[config.mk]
export PLATFORM = sky130hd
export DESIGN_NAME = fdr_step_up_adjuster_core
export DESIGN_NICKNAME = d
export VERILOG_FILES = /design/src/fdr_pkg.sv /design/src/fdr_step_up_adjuster_core.sv /design/src/fdr_cfg.sv /design/src/fdr_div.sv
export SDC_FILE = /design/constraint.sdc
export NUM_CORES = 2
export LEC_CHECK = 0
export BUFFER_PORTS_ARGS = -buffer_cell sky130_fd_sc_hd__buf_4
export CORE_MARGIN = 5
export CORE_UTILIZATION = 60
export DETAILED_ROUTE_END_ITERATION = 8
export PLACE_DENSITY_LB_ADDON = 0.1
export SETUP_SLACK_MARGIN = 0.05
export SYNTH_ARGS = -nofsm -noshare
export SYNTH_HDL_FRONTEND = slang
export SYNTH_HIERARCHICAL = 1
export SYNTH_SLANG_ARGS = --single-unit
[constraint.sdc]
create_clock -name i_clk -period 8.2 [get_ports i_clk]
set_input_delay 0.41 -clock i_clk [delete_from_list [all_inputs] [get_ports i_clk]]
set_output_delay 0.41 -clock i_clk [all_outputs]
set_load 0.01 [all_outputs]
[src/fdr_pkg.sv]
// Shared constants, types and state codes for the FDR step-up adjuster.
package fdr_pkg;

    localparam int MAX_TESTS  = 64;
    localparam int IDX_W      = $clog2(MAX_TESTS);
    localparam int CNT_W      = IDX_W + 1;
    localparam int FRAC_BITS  = 16;
    localparam int P_W        = FRAC_BITS + 1;
    localparam int FDR_W      = 16;
    localparam int PROD_W     = P_W + CNT_W;
    localparam int DCNT_W     = $clog2(PROD_W + 1);
    localparam int APB_ADDR_W = 3;
    localparam int APB_DATA_W = 32;

    localparam logic [P_W-1:0]   FIXED_ONE = P_W'(1) << FRAC_BITS;
    localparam logic [FDR_W-1:0] FDR_RESET = FDR_W'(3277);

    // Register index of the configuration map
    localparam logic [APB_ADDR_W-3:0] REG_FDR_LEVEL = '0;

    typedef enum logic [3:0] {
        S_IDLE,
        S_INS_RD,
        S_INS_CMP,
        S_WALK_RD,
        S_WALK_MUL,
        S_WALK_GO,
        S_WALK_DIV,
        S_OUT_RD,
        S_OUT_LOAD,
        S_OUT_HOLD
    } t_state;

endpackage

[src/fdr_step_up_adjuster_core.sv]
// Top level: set collection, ranked insertion, BH walk and result emission.
// Insertion (S_INS_RD, S_INS_CMP) shifts larger entries up one rank each.
// After the last item the walk visits each rank downward (S_WALK_RD, S_WALK_MUL,
// S_WALK_GO, then the divider: 24 quotient bits); each result is then read, loaded
// and held while i_stall is high. One item at a time; o_stall is high while busy.
// Reset (i_rst_n low, synchronous) clears the set count, flags and FSM, fdr_level to 3277.
module fdr_step_up_adjuster_core (
    input  logic                              i_clk,
    input  logic                              i_rst_n,
    input  logic                              psel,
    input  logic                              penable,
    input  logic                              pwrite,
    input  logic [fdr_pkg::APB_ADDR_W-1:0]    paddr,
    input  logic [fdr_pkg::APB_DATA_W-1:0]    pwdata,
    output logic [fdr_pkg::APB_DATA_W-1:0]    prdata,
    output logic                              pready,
    input  logic                              i_valid,
    output logic                              o_stall,
    input  logic [fdr_pkg::P_W-1:0]           i_p_value,
    input  logic                              i_last,
    output logic                              o_valid,
    input  logic                              i_stall,
    output logic [fdr_pkg::IDX_W-1:0]         o_test_index,
    output logic [fdr_pkg::P_W-1:0]           o_adjusted_value,
    output logic                              o_is_rejected,
    output logic [fdr_pkg::CNT_W-1:0]         o_rejected_total,
    output logic                              o_overflowed,
    output logic                              o_final_result
);
    import fdr_pkg::*;

    logic [FDR_W-1:0] fdr_level;

    fdr_cfg u_cfg (
        .i_clk       (i_clk),
        .i_rst_n     (i_rst_n),
        .psel        (psel),
        .penable     (penable),
        .pwrite      (pwrite),
        .paddr       (paddr),
        .pwdata      (pwdata),
        .prdata      (prdata),
        .pready      (pready),
        .o_fdr_level (fdr_level)
    );

    // Memories: sorted p-values with arrival index, per-arrival result
    logic [P_W-1:0]   sp_mem  [MAX_TESTS];
    logic [IDX_W-1:0] rk_mem  [MAX_TESTS];
    logic [P_W-1:0]   adj_mem [MAX_TESTS];
    logic [IDX_W-1:0] pos_mem [MAX_TESTS];

    t_state r_state, n_state;

    logic [CNT_W-1:0]  r_count, n_count;
    logic              r_ovf, n_ovf;
    logic [P_W-1:0]    r_p, n_p;
    logic              r_last, n_last;
    logic [CNT_W-1:0]  r_pos, n_pos;
    logic [CNT_W-1:0]  r_m, n_m;
    logic [CNT_W-1:0]  r_r, n_r;
    logic [CNT_W-1:0]  r_largest, n_largest;
    logic [PROD_W-1:0] r_min, n_min;
    logic [PROD_W-1:0] r_prod, n_prod;
    logic [IDX_W-1:0]  r_idx, n_idx;
    logic [CNT_W-1:0]  r_k, n_k;

    logic [P_W-1:0]    r_sp_rd;
    logic [IDX_W-1:0]  r_rk_rd;
    logic [P_W-1:0]    r_adj_rd;
    logic [IDX_W-1:0]  r_pos_rd;

    logic              r_ovalid, n_ovalid;
    logic [IDX_W-1:0]  r_o_idx, n_o_idx;
    logic [P_W-1:0]    r_o_adj, n_o_adj;
    logic              r_o_rej, n_o_rej;
    logic [CNT_W-1:0]  r_o_tot, n_o_tot;
    logic              r_o_ovf, n_o_ovf;
    logic              r_o_fin, n_o_fin;

    logic              sr_we;
    logic [IDX_W-1:0]  sr_waddr;
    logic [P_W-1:0]    sr_wp;
    logic [IDX_W-1:0]  sr_wrk;
    logic [IDX_W-1:0]  sr_raddr;
    logic              ap_we;
    logic [IDX_W-1:0]  ap_waddr;
    logic [P_W-1:0]    ap_wadj;
    logic [IDX_W-1:0]  ap_wpos;

    logic              div_start;
    logic              div_done;
    logic [PROD_W-1:0] div_q;
    logic [PROD_W-1:0] lhs, rhs;
    logic [PROD_W-1:0] newmin;
    logic              in_acc;

    fdr_div u_div (
        .i_clk      (i_clk),
        .i_rst_n    (i_rst_n),
        .i_start    (div_start),
        .i_dividend (r_prod),
        .i_divisor  (r_r),
        .o_done     (div_done),
        .o_quotient (div_q)
    );

    // Sorted store: one write, one registered read
    always_ff @(posedge i_clk) begin
        if (sr_we) begin
            sp_mem[sr_waddr] <= sr_wp;
            rk_mem[sr_waddr] <= sr_wrk;
        end
        r_sp_rd <= sp_mem[sr_raddr];
        r_rk_rd <= rk_mem[sr_raddr];
    end

    // Per-arrival store: one write, one registered read at the output counter
    always_ff @(posedge i_clk) begin
        if (ap_we) begin
            adj_mem[ap_waddr] <= ap_wadj;
            pos_mem[ap_waddr] <= ap_wpos;
        end
        r_adj_rd <= adj_mem[r_k[IDX_W-1:0]];
        r_pos_rd <= pos_mem[r_k[IDX_W-1:0]];
    end

    // Control registers
    always_ff @(posedge i_clk) begin
        if (!i_rst_n) begin
            r_state  <= S_IDLE;
            r_count  <= '0;
            r_ovf    <= 1'b0;
            r_ovalid <= 1'b0;
        end else begin
            r_state  <= n_state;
            r_count  <= n_count;
            r_ovf    <= n_ovf;
            r_ovalid <= n_ovalid;
        end
    end

    // Working and payload registers
    always_ff @(posedge i_clk) begin
        r_p       <= n_p;
        r_last    <= n_last;
        r_pos     <= n_pos;
        r_m       <= n_m;
        r_r       <= n_r;
        r_largest <= n_largest;
        r_min     <= n_min;
        r_prod    <= n_prod;
        r_idx     <= n_idx;
        r_k       <= n_k;
        r_o_idx   <= n_o_idx;
        r_o_adj   <= n_o_adj;
        r_o_rej   <= n_o_rej;
        r_o_tot   <= n_o_tot;
        r_o_ovf   <= n_o_ovf;
        r_o_fin   <= n_o_fin;
    end

    assign in_acc = i_valid && !o_stall;
    assign lhs    = PROD_W'(r_sp_rd) * PROD_W'(r_m);
    assign rhs    = PROD_W'(fdr_level) * PROD_W'(r_r);
    assign newmin = (div_q < r_min) ? div_q : r_min;

    // Sequencer
    always_comb begin
        n_state   = r_state;
        n_count   = r_count;
        n_ovf     = r_ovf;
        n_p       = r_p;
        n_last    = r_last;
        n_pos     = r_pos;
        n_m       = r_m;
        n_r       = r_r;
        n_largest = r_largest;
        n_min     = r_min;
        n_prod    = r_prod;
        n_idx     = r_idx;
        n_k       = r_k;
        n_ovalid  = r_ovalid;
        n_o_idx   = r_o_idx;
        n_o_adj   = r_o_adj;
        n_o_rej   = r_o_rej;
        n_o_tot   = r_o_tot;
        n_o_ovf   = r_o_ovf;
        n_o_fin   = r_o_fin;
        sr_we     = 1'b0;
        sr_waddr  = r_pos[IDX_W-1:0];
        sr_wp     = r_p;
        sr_wrk    = r_count[IDX_W-1:0];
        sr_raddr  = r_pos[IDX_W-1:0] - 1'b1;
        ap_we     = 1'b0;
        ap_waddr  = r_idx;
        ap_wadj   = (newmin > PROD_W'(FIXED_ONE)) ? FIXED_ONE : newmin[P_W-1:0];
        ap_wpos   = r_r[IDX_W-1:0] - 1'b1;
        div_start = 1'b0;

        case (r_state)
            S_IDLE: begin
                if (in_acc) begin
                    n_p    = (i_p_value > FIXED_ONE) ? FIXED_ONE : i_p_value;
                    n_last = i_last;
                    n_pos  = r_count;
                    if (r_count < CNT_W'(MAX_TESTS)) begin
                        n_state = S_INS_RD;
                    end else begin
                        n_ovf = 1'b1;
                        if (i_last) begin
                            n_m       = r_count;
                            n_r       = r_count;
                            n_min     = '1;
                            n_largest = '0;
                            n_state   = S_WALK_RD;
                        end
                    end
                end
            end
            S_INS_RD: begin
                if (r_pos == '0) begin
                    // Reached the bottom: place the new item here
                    sr_we   = 1'b1;
                    n_count = r_count + 1'b1;
                    if (r_last) begin
                        n_m       = r_count + 1'b1;
                        n_r       = r_count + 1'b1;
                        n_min     = '1;
                        n_largest = '0;
                        n_state   = S_WALK_RD;
                    end else begin
                        n_state = S_IDLE;
                    end
                end else begin
                    n_state = S_INS_CMP;
                end
            end
            S_INS_CMP: begin
                sr_we = 1'b1;
                if (r_sp_rd > r_p) begin
                    // Shift the larger entry up one rank
                    sr_wp   = r_sp_rd;
                    sr_wrk  = r_rk_rd;
                    n_pos   = r_pos - 1'b1;
                    n_state = S_INS_RD;
                end else begin
                    n_count = r_count + 1'b1;
                    if (r_last) begin
                        n_m       = r_count + 1'b1;
                        n_r       = r_count + 1'b1;
                        n_min     = '1;
                        n_largest = '0;
                        n_state   = S_WALK_RD;
                    end else begin
                        n_state = S_IDLE;
                    end
                end
            end
            S_WALK_RD: begin
                sr_raddr = r_r[IDX_W-1:0] - 1'b1;
                n_state  = S_WALK_MUL;
            end
            S_WALK_MUL: begin
                n_prod = lhs;
                n_idx  = r_rk_rd;
                // Walking downward, the first passing rank is the largest
                if (r_largest == '0 && lhs <= rhs) begin
                    n_largest = r_r;
                end
                n_state = S_WALK_GO;
            end
            S_WALK_GO: begin
                div_start = 1'b1;
                n_state   = S_WALK_DIV;
            end
            S_WALK_DIV: begin
                if (div_done) begin
                    ap_we = 1'b1;
                    n_min = newmin;
                    if (r_r == CNT_W'(1)) begin
                        n_k     = '0;
                        n_state = S_OUT_RD;
                    end else begin
                        n_r     = r_r - 1'b1;
                        n_state = S_WALK_RD;
                    end
                end
            end
            S_OUT_RD: begin
                n_state = S_OUT_LOAD;
            end
            S_OUT_LOAD: begin
                n_ovalid = 1'b1;
                n_o_idx  = r_k[IDX_W-1:0];
                n_o_adj  = r_adj_rd;
                n_o_rej  = ({1'b0, r_pos_rd} < r_largest);
                n_o_tot  = r_largest;
                n_o_ovf  = r_ovf;
                n_o_fin  = (r_k + 1'b1 == r_m);
                n_state  = S_OUT_HOLD;
            end
            S_OUT_HOLD: begin
                if (!i_stall) begin
                    n_ovalid = 1'b0;
                    if (r_o_fin) begin
                        n_count = '0;
                        n_ovf   = 1'b0;
                        n_state = S_IDLE;
                    end else begin
                        n_k     = r_k + 1'b1;
                        n_state = S_OUT_RD;
                    end
                end
            end
            default: begin
                n_state = S_IDLE;
            end
        endcase
    end

    assign o_stall          = (r_state != S_IDLE);
    assign o_valid          = r_ovalid;
    assign o_test_index     = r_o_idx;
    assign o_adjusted_value = r_o_adj;
    assign o_is_rejected    = r_o_rej;
    assign o_rejected_total = r_o_tot;
    assign o_overflowed     = r_o_ovf;
    assign o_final_result   = r_o_fin;

endmodule

[src/fdr_cfg.sv]
// APB-style configuration register block holding the target FDR level.
module fdr_cfg (
    input  logic                              i_clk,
    input  logic                              i_rst_n,
    input  logic                              psel,
    input  logic                              penable,
    input  logic                              pwrite,
    input  logic [fdr_pkg::APB_ADDR_W-1:0]    paddr,
    input  logic [fdr_pkg::APB_DATA_W-1:0]    pwdata,
    output logic [fdr_pkg::APB_DATA_W-1:0]    prdata,
    output logic                              pready,
    output logic [fdr_pkg::FDR_W-1:0]         o_fdr_level
);
    import fdr_pkg::*;

    logic [FDR_W-1:0] r_fdr;
    logic             hit;

    assign hit = (paddr[APB_ADDR_W-1:2] == REG_FDR_LEVEL);

    // Register write on the access phase
    always_ff @(posedge i_clk) begin
        if (!i_rst_n) begin
            r_fdr <= FDR_RESET;
        end else if (psel && penable && pwrite && hit) begin
            r_fdr <= pwdata[FDR_W-1:0];
        end
    end

    assign prdata      = hit ? APB_DATA_W'(r_fdr) : '0;
    assign pready      = 1'b1;
    assign o_fdr_level = r_fdr;

endmodule

[src/fdr_div.sv]
// Restoring divider, one quotient bit per cycle, shared by every rank.
module fdr_div (
    input  logic                          i_clk,
    input  logic                          i_rst_n,
    input  logic                          i_start,
    input  logic [fdr_pkg::PROD_W-1:0]    i_dividend,
    input  logic [fdr_pkg::CNT_W-1:0]     i_divisor,
    output logic                          o_done,
    output logic [fdr_pkg::PROD_W-1:0]    o_quotient
);
    import fdr_pkg::*;

    logic [PROD_W-1:0] r_quo;
    logic [CNT_W-1:0]  r_rem;
    logic [CNT_W-1:0]  r_div;
    logic [DCNT_W-1:0] r_cnt;
    logic              r_busy;
    logic              r_done;
    logic [CNT_W:0]    rem_sh;
    logic              fits;

    assign rem_sh = {r_rem, r_quo[PROD_W-1]};
    assign fits   = (rem_sh >= {1'b0, r_div});

    // Control: busy flag, step counter, done pulse
    always_ff @(posedge i_clk) begin
        if (!i_rst_n) begin
            r_busy <= 1'b0;
            r_done <= 1'b0;
            r_cnt  <= '0;
        end else begin
            r_done <= 1'b0;
            if (i_start) begin
                r_busy <= 1'b1;
                r_cnt  <= DCNT_W'(PROD_W);
            end else if (r_busy) begin
                r_cnt <= r_cnt - 1'b1;
                if (r_cnt == DCNT_W'(1)) begin
                    r_busy <= 1'b0;
                    r_done <= 1'b1;
                end
            end
        end
    end

    // Datapath: shift, trial subtract
    always_ff @(posedge i_clk) begin
        if (i_start) begin
            r_quo <= i_dividend;
            r_rem <= '0;
            r_div <= i_divisor;
        end else if (r_busy) begin
            r_quo <= {r_quo[PROD_W-2:0], fits};
            r_rem <= fits ? CNT_W'(rem_sh - {1'b0, r_div}) : rem_sh[CNT_W-1:0];
        end
    end

    assign o_done     = r_done;
    assign o_quotient = r_quo;

endmodule

==> results.md <==
- Met1 Usage GRT: 39.6%
- Syn avg cell area: ~18 µm²
- FMAX: approximately 130 MHz
- Global-route wire length before repair: 475 mm
- First drt pass iteration count: 6
- Final Hold Violating Endpoints: 0
- Xor/xnor share of the synthesized area: less than 1%
- Synth Area in Compound Gates: roughly 4.6%
- Top cell type's share of synthesized area: 70.2%
- Simple-gate share of the synthesized area: 3.87%
- Via density: 6.38
- DP Cell Count: 10200
- CTS tree: done
- Setup CP Type: reg2reg
- CP Launch Type: flop
- Dominant cell type by area after synthesis: edfxtp_1
- Worst-Skew Late Latency: 0.95 ns
- Crit-path cells: and2_1 > fa_1 > fa_1 > fa_1 > inv_1 > fa_1 > inv_1 > ha_1 > o211a_1 > a211oi_1 > a311oi_1 > a31o_2 > nor4b_1 > nor2_1 > xor2_1 > ha_1 > a21oi_1 > o21ai_0 > or4_1 > a311oi_1 > nor2b_1 > o21ai_0 > a31o_2
- I/O pins: about 130
- Fin crit share: between 90% and 100%
- Met3 Resource Use GR: 4.10%
- Yosys cell types: 76
- Worst-margin pin slew: between 1 and 1.5 ns
- WL final: 324 mm
- Fin. max-slew vios: 0
- I/O Buffers: 92
- Root buffer cell: clkbuf_16
- Post-synthesis sequential area ratio: between 70% and 80%
- Finished Cell Area: 150000 µm²
- Htree depth: 5
- Top cell by count, worst path: fa_1
- Clk pin slew, worst setup/hold paths: about 0.060 ns
- Synthesized area: 133000 µm²
- Area occupied by multi-input gates: 36100 µm²
- Critical Path Fanout Max: 18
- Most instantiated library cell after synthesis: edfxtp_1
- Clock Path Buffers: 4
- Synthesis warning total: 6
- RSZ-0062 raised after global routing: no
- Net count, final: 8029
- Reg area: 95300 µm²
- Die W: 481 µm
- EDFF count, synth: 3115
- P_leak: 52.6 nW
- MaxCap Viol Count: 0
- Peak supply drop: 0.000480 V
- Vias in the first global route: 69700
- Pwr/cell area: 303 nW/µm²
- Die area: 232000 µm²
- Mapped Cells: around 7300
- Cell row count: 173
- Mux contribution to synthesized area: 13.8%
- Largest net degree at the start of global routing: between 100 and 150
- Fraction of layout cells with a size suffix above 1: 21.4%
- Area after DPL: 139000 µm²
- Finished Layout Cells: 10900
- Post-cts resize count: 0
- Hpwl dp: 185 mm
- Final Skew: roughly 0.072 ns
- Worst hold path type: in2reg
- Crit path max-delay cell type: edfxtp_1
- Outcome: finished, final reports clean
- Final setup violation count: 0
- Cts bufs inserted: approximately 330
- Met2 usage: 46.1%
- Worst Path Required: between 8 and 9 ns
- Synth area leaders: edfxtp_1 (70%), mux4_2 (9.7%), mux2i_1 (3.1%), fa_1 (2.2%), ha_1 (1.6%)
- Initial Utilization: 60.1%
- Crit-path max cell delay: a little under 0.7 ns
- Final RePlAce weighted congestion: roughly 0.86
- P&R area growth vs syn: 12.3%
- Largest family of logic cells by synthesized area: multiplexers
- Slew headroom: roughly a fifth
- CP Capture Type: flop
- Routed len/inst: 29.7 µm
- Gr busiest metal: met2
- GRT Util Overall: 28.2%
- Primary FF master, synth: edfxtp_1
- Remaining Overflow, GRT: 0
- DRC errors left: 0
- Die Ht: 481 µm
- FFs w/ async S/R, synth: 0%
- Vias: 69500
- Iteration-0 DRC Markers: 7295
- Post-Synth Adder-Cell Area: 3.72%
- Total negative slack: 0 ns
- Buf/Inv on CP: 2
- Worst EP arrival: 8.16 ns
- # fillers: 14600
- Post-route ant nets: 0
- Cell family with most CP delay: adder cells
- Initial antenna violation count: 14
- Tmin final: 7.59 ns
- Commonest cells in the netlist: edfxtp_1 (3115), mux4_2 (575), mux2i_1 (409)
- CTS sink cnt: 3204
- Synth Register Bits: 3204
- Total core area: 222000 µm²
## state kept, by name (all words and copies together) (netlist names), 17 cells and up
signal,cells
adj_mem,1088
sp_mem,1088
pos_mem,384
rk_mem,384
r_min,24
r_prod,24
u_div/o_quotient,24
o_adjusted_value,17
r_adj_rd,17
r_p,17
r_sp_rd,17
## repair_timing
item	CTS	global route
hold endpoints to repair	50	0
buffers inserted	0	3
endpoints found under the setup margin	0	7
hold buffers	55	0
## placed cells by master, fill, tap and decap left out, drive strengths merged, types with 168 or more instances in the layout
| master | instances |
|---|---|
| edfxtp | 3115 |
| mux4 | 575 |
| clkbuf | 422 |
| mux2i | 410 |
| a21oi | 339 |
| buf | 338 |
| nand2 | 301 |
| inv | 234 |
| nor2 | 234 |
| a211oi | 171 |
| and2 | 168 |
## logic make-up after synthesis
| kind of cell | after synthesis |
|---|---|
| flops | 3204 |
| mux | 1109 |
| simple gates | 1033 |
| compound gates | 968 |
| buf+inv | 628 |
| fa+ha+maj | 310 |
| xor+xnor | 65 |
| other cells | 2 |
## routing by layer
| layer | wire, µm | vias up |
|---|---|---|
| met1 | 128000 | 36200 |
| met3 | 23100 | 634 |
| met5 | 64 | - |
| met2 | 160000 | 2885 |
| li1 | - | 29700 |
| met4 | 12900 | 10 |
## layout make-up
type                    count  share of cell area (%)
flip-flops and latches   3204                    63.7
inverters                 224                   0.562
diodes                      7                  0.0117
well taps                2975                    2.49
repair buffers            393                    2.25
clock buffers             422                    5.91
multi-input cells        3502                    24.2
clock inverters           157                   0.935
## tightest hold or removal path, cell delays in order
cell and delay (ns):
buf_4 0.14, and3_1 0.14, buf_4 0.21
## power by group
part	internal, W	switching, W
Clock	0.00835	0.00596
Combinational	0.00479	0.00736
Sequential	0.0186	0.000236
## path summary, 6_finish.rpt
path | start | endpoint | slack [ns] | depth (start not counted)
setup / recovery | r_m[4] | r_largest[5] | 0.61 | 23
hold / removal | i_valid | r_p[16] | 0.20 | 3
setup reg to reg | r_m[4] | r_largest[5] | 0.61 | 23
hold reg to reg | r_adj_rd[4] | o_adjusted_value[4] | 0.40 | 0
## through the flow
step	worst slack, ns	hold slack, ns	total power (W)	utilization, %
after global routing	0.0692	0.181	0.0476	67.5
final	0.615	0.203	0.0453	67.5
after detailed placement	0.561	0.389	0.0313	62.6
after global placement	0.638	0.388	0.0310	62.6
after CTS	0.496	0.149	0.0456	67.5
after floorplan	1.71	0.386	0.0277	-
(Power assumes the default switching activity.)
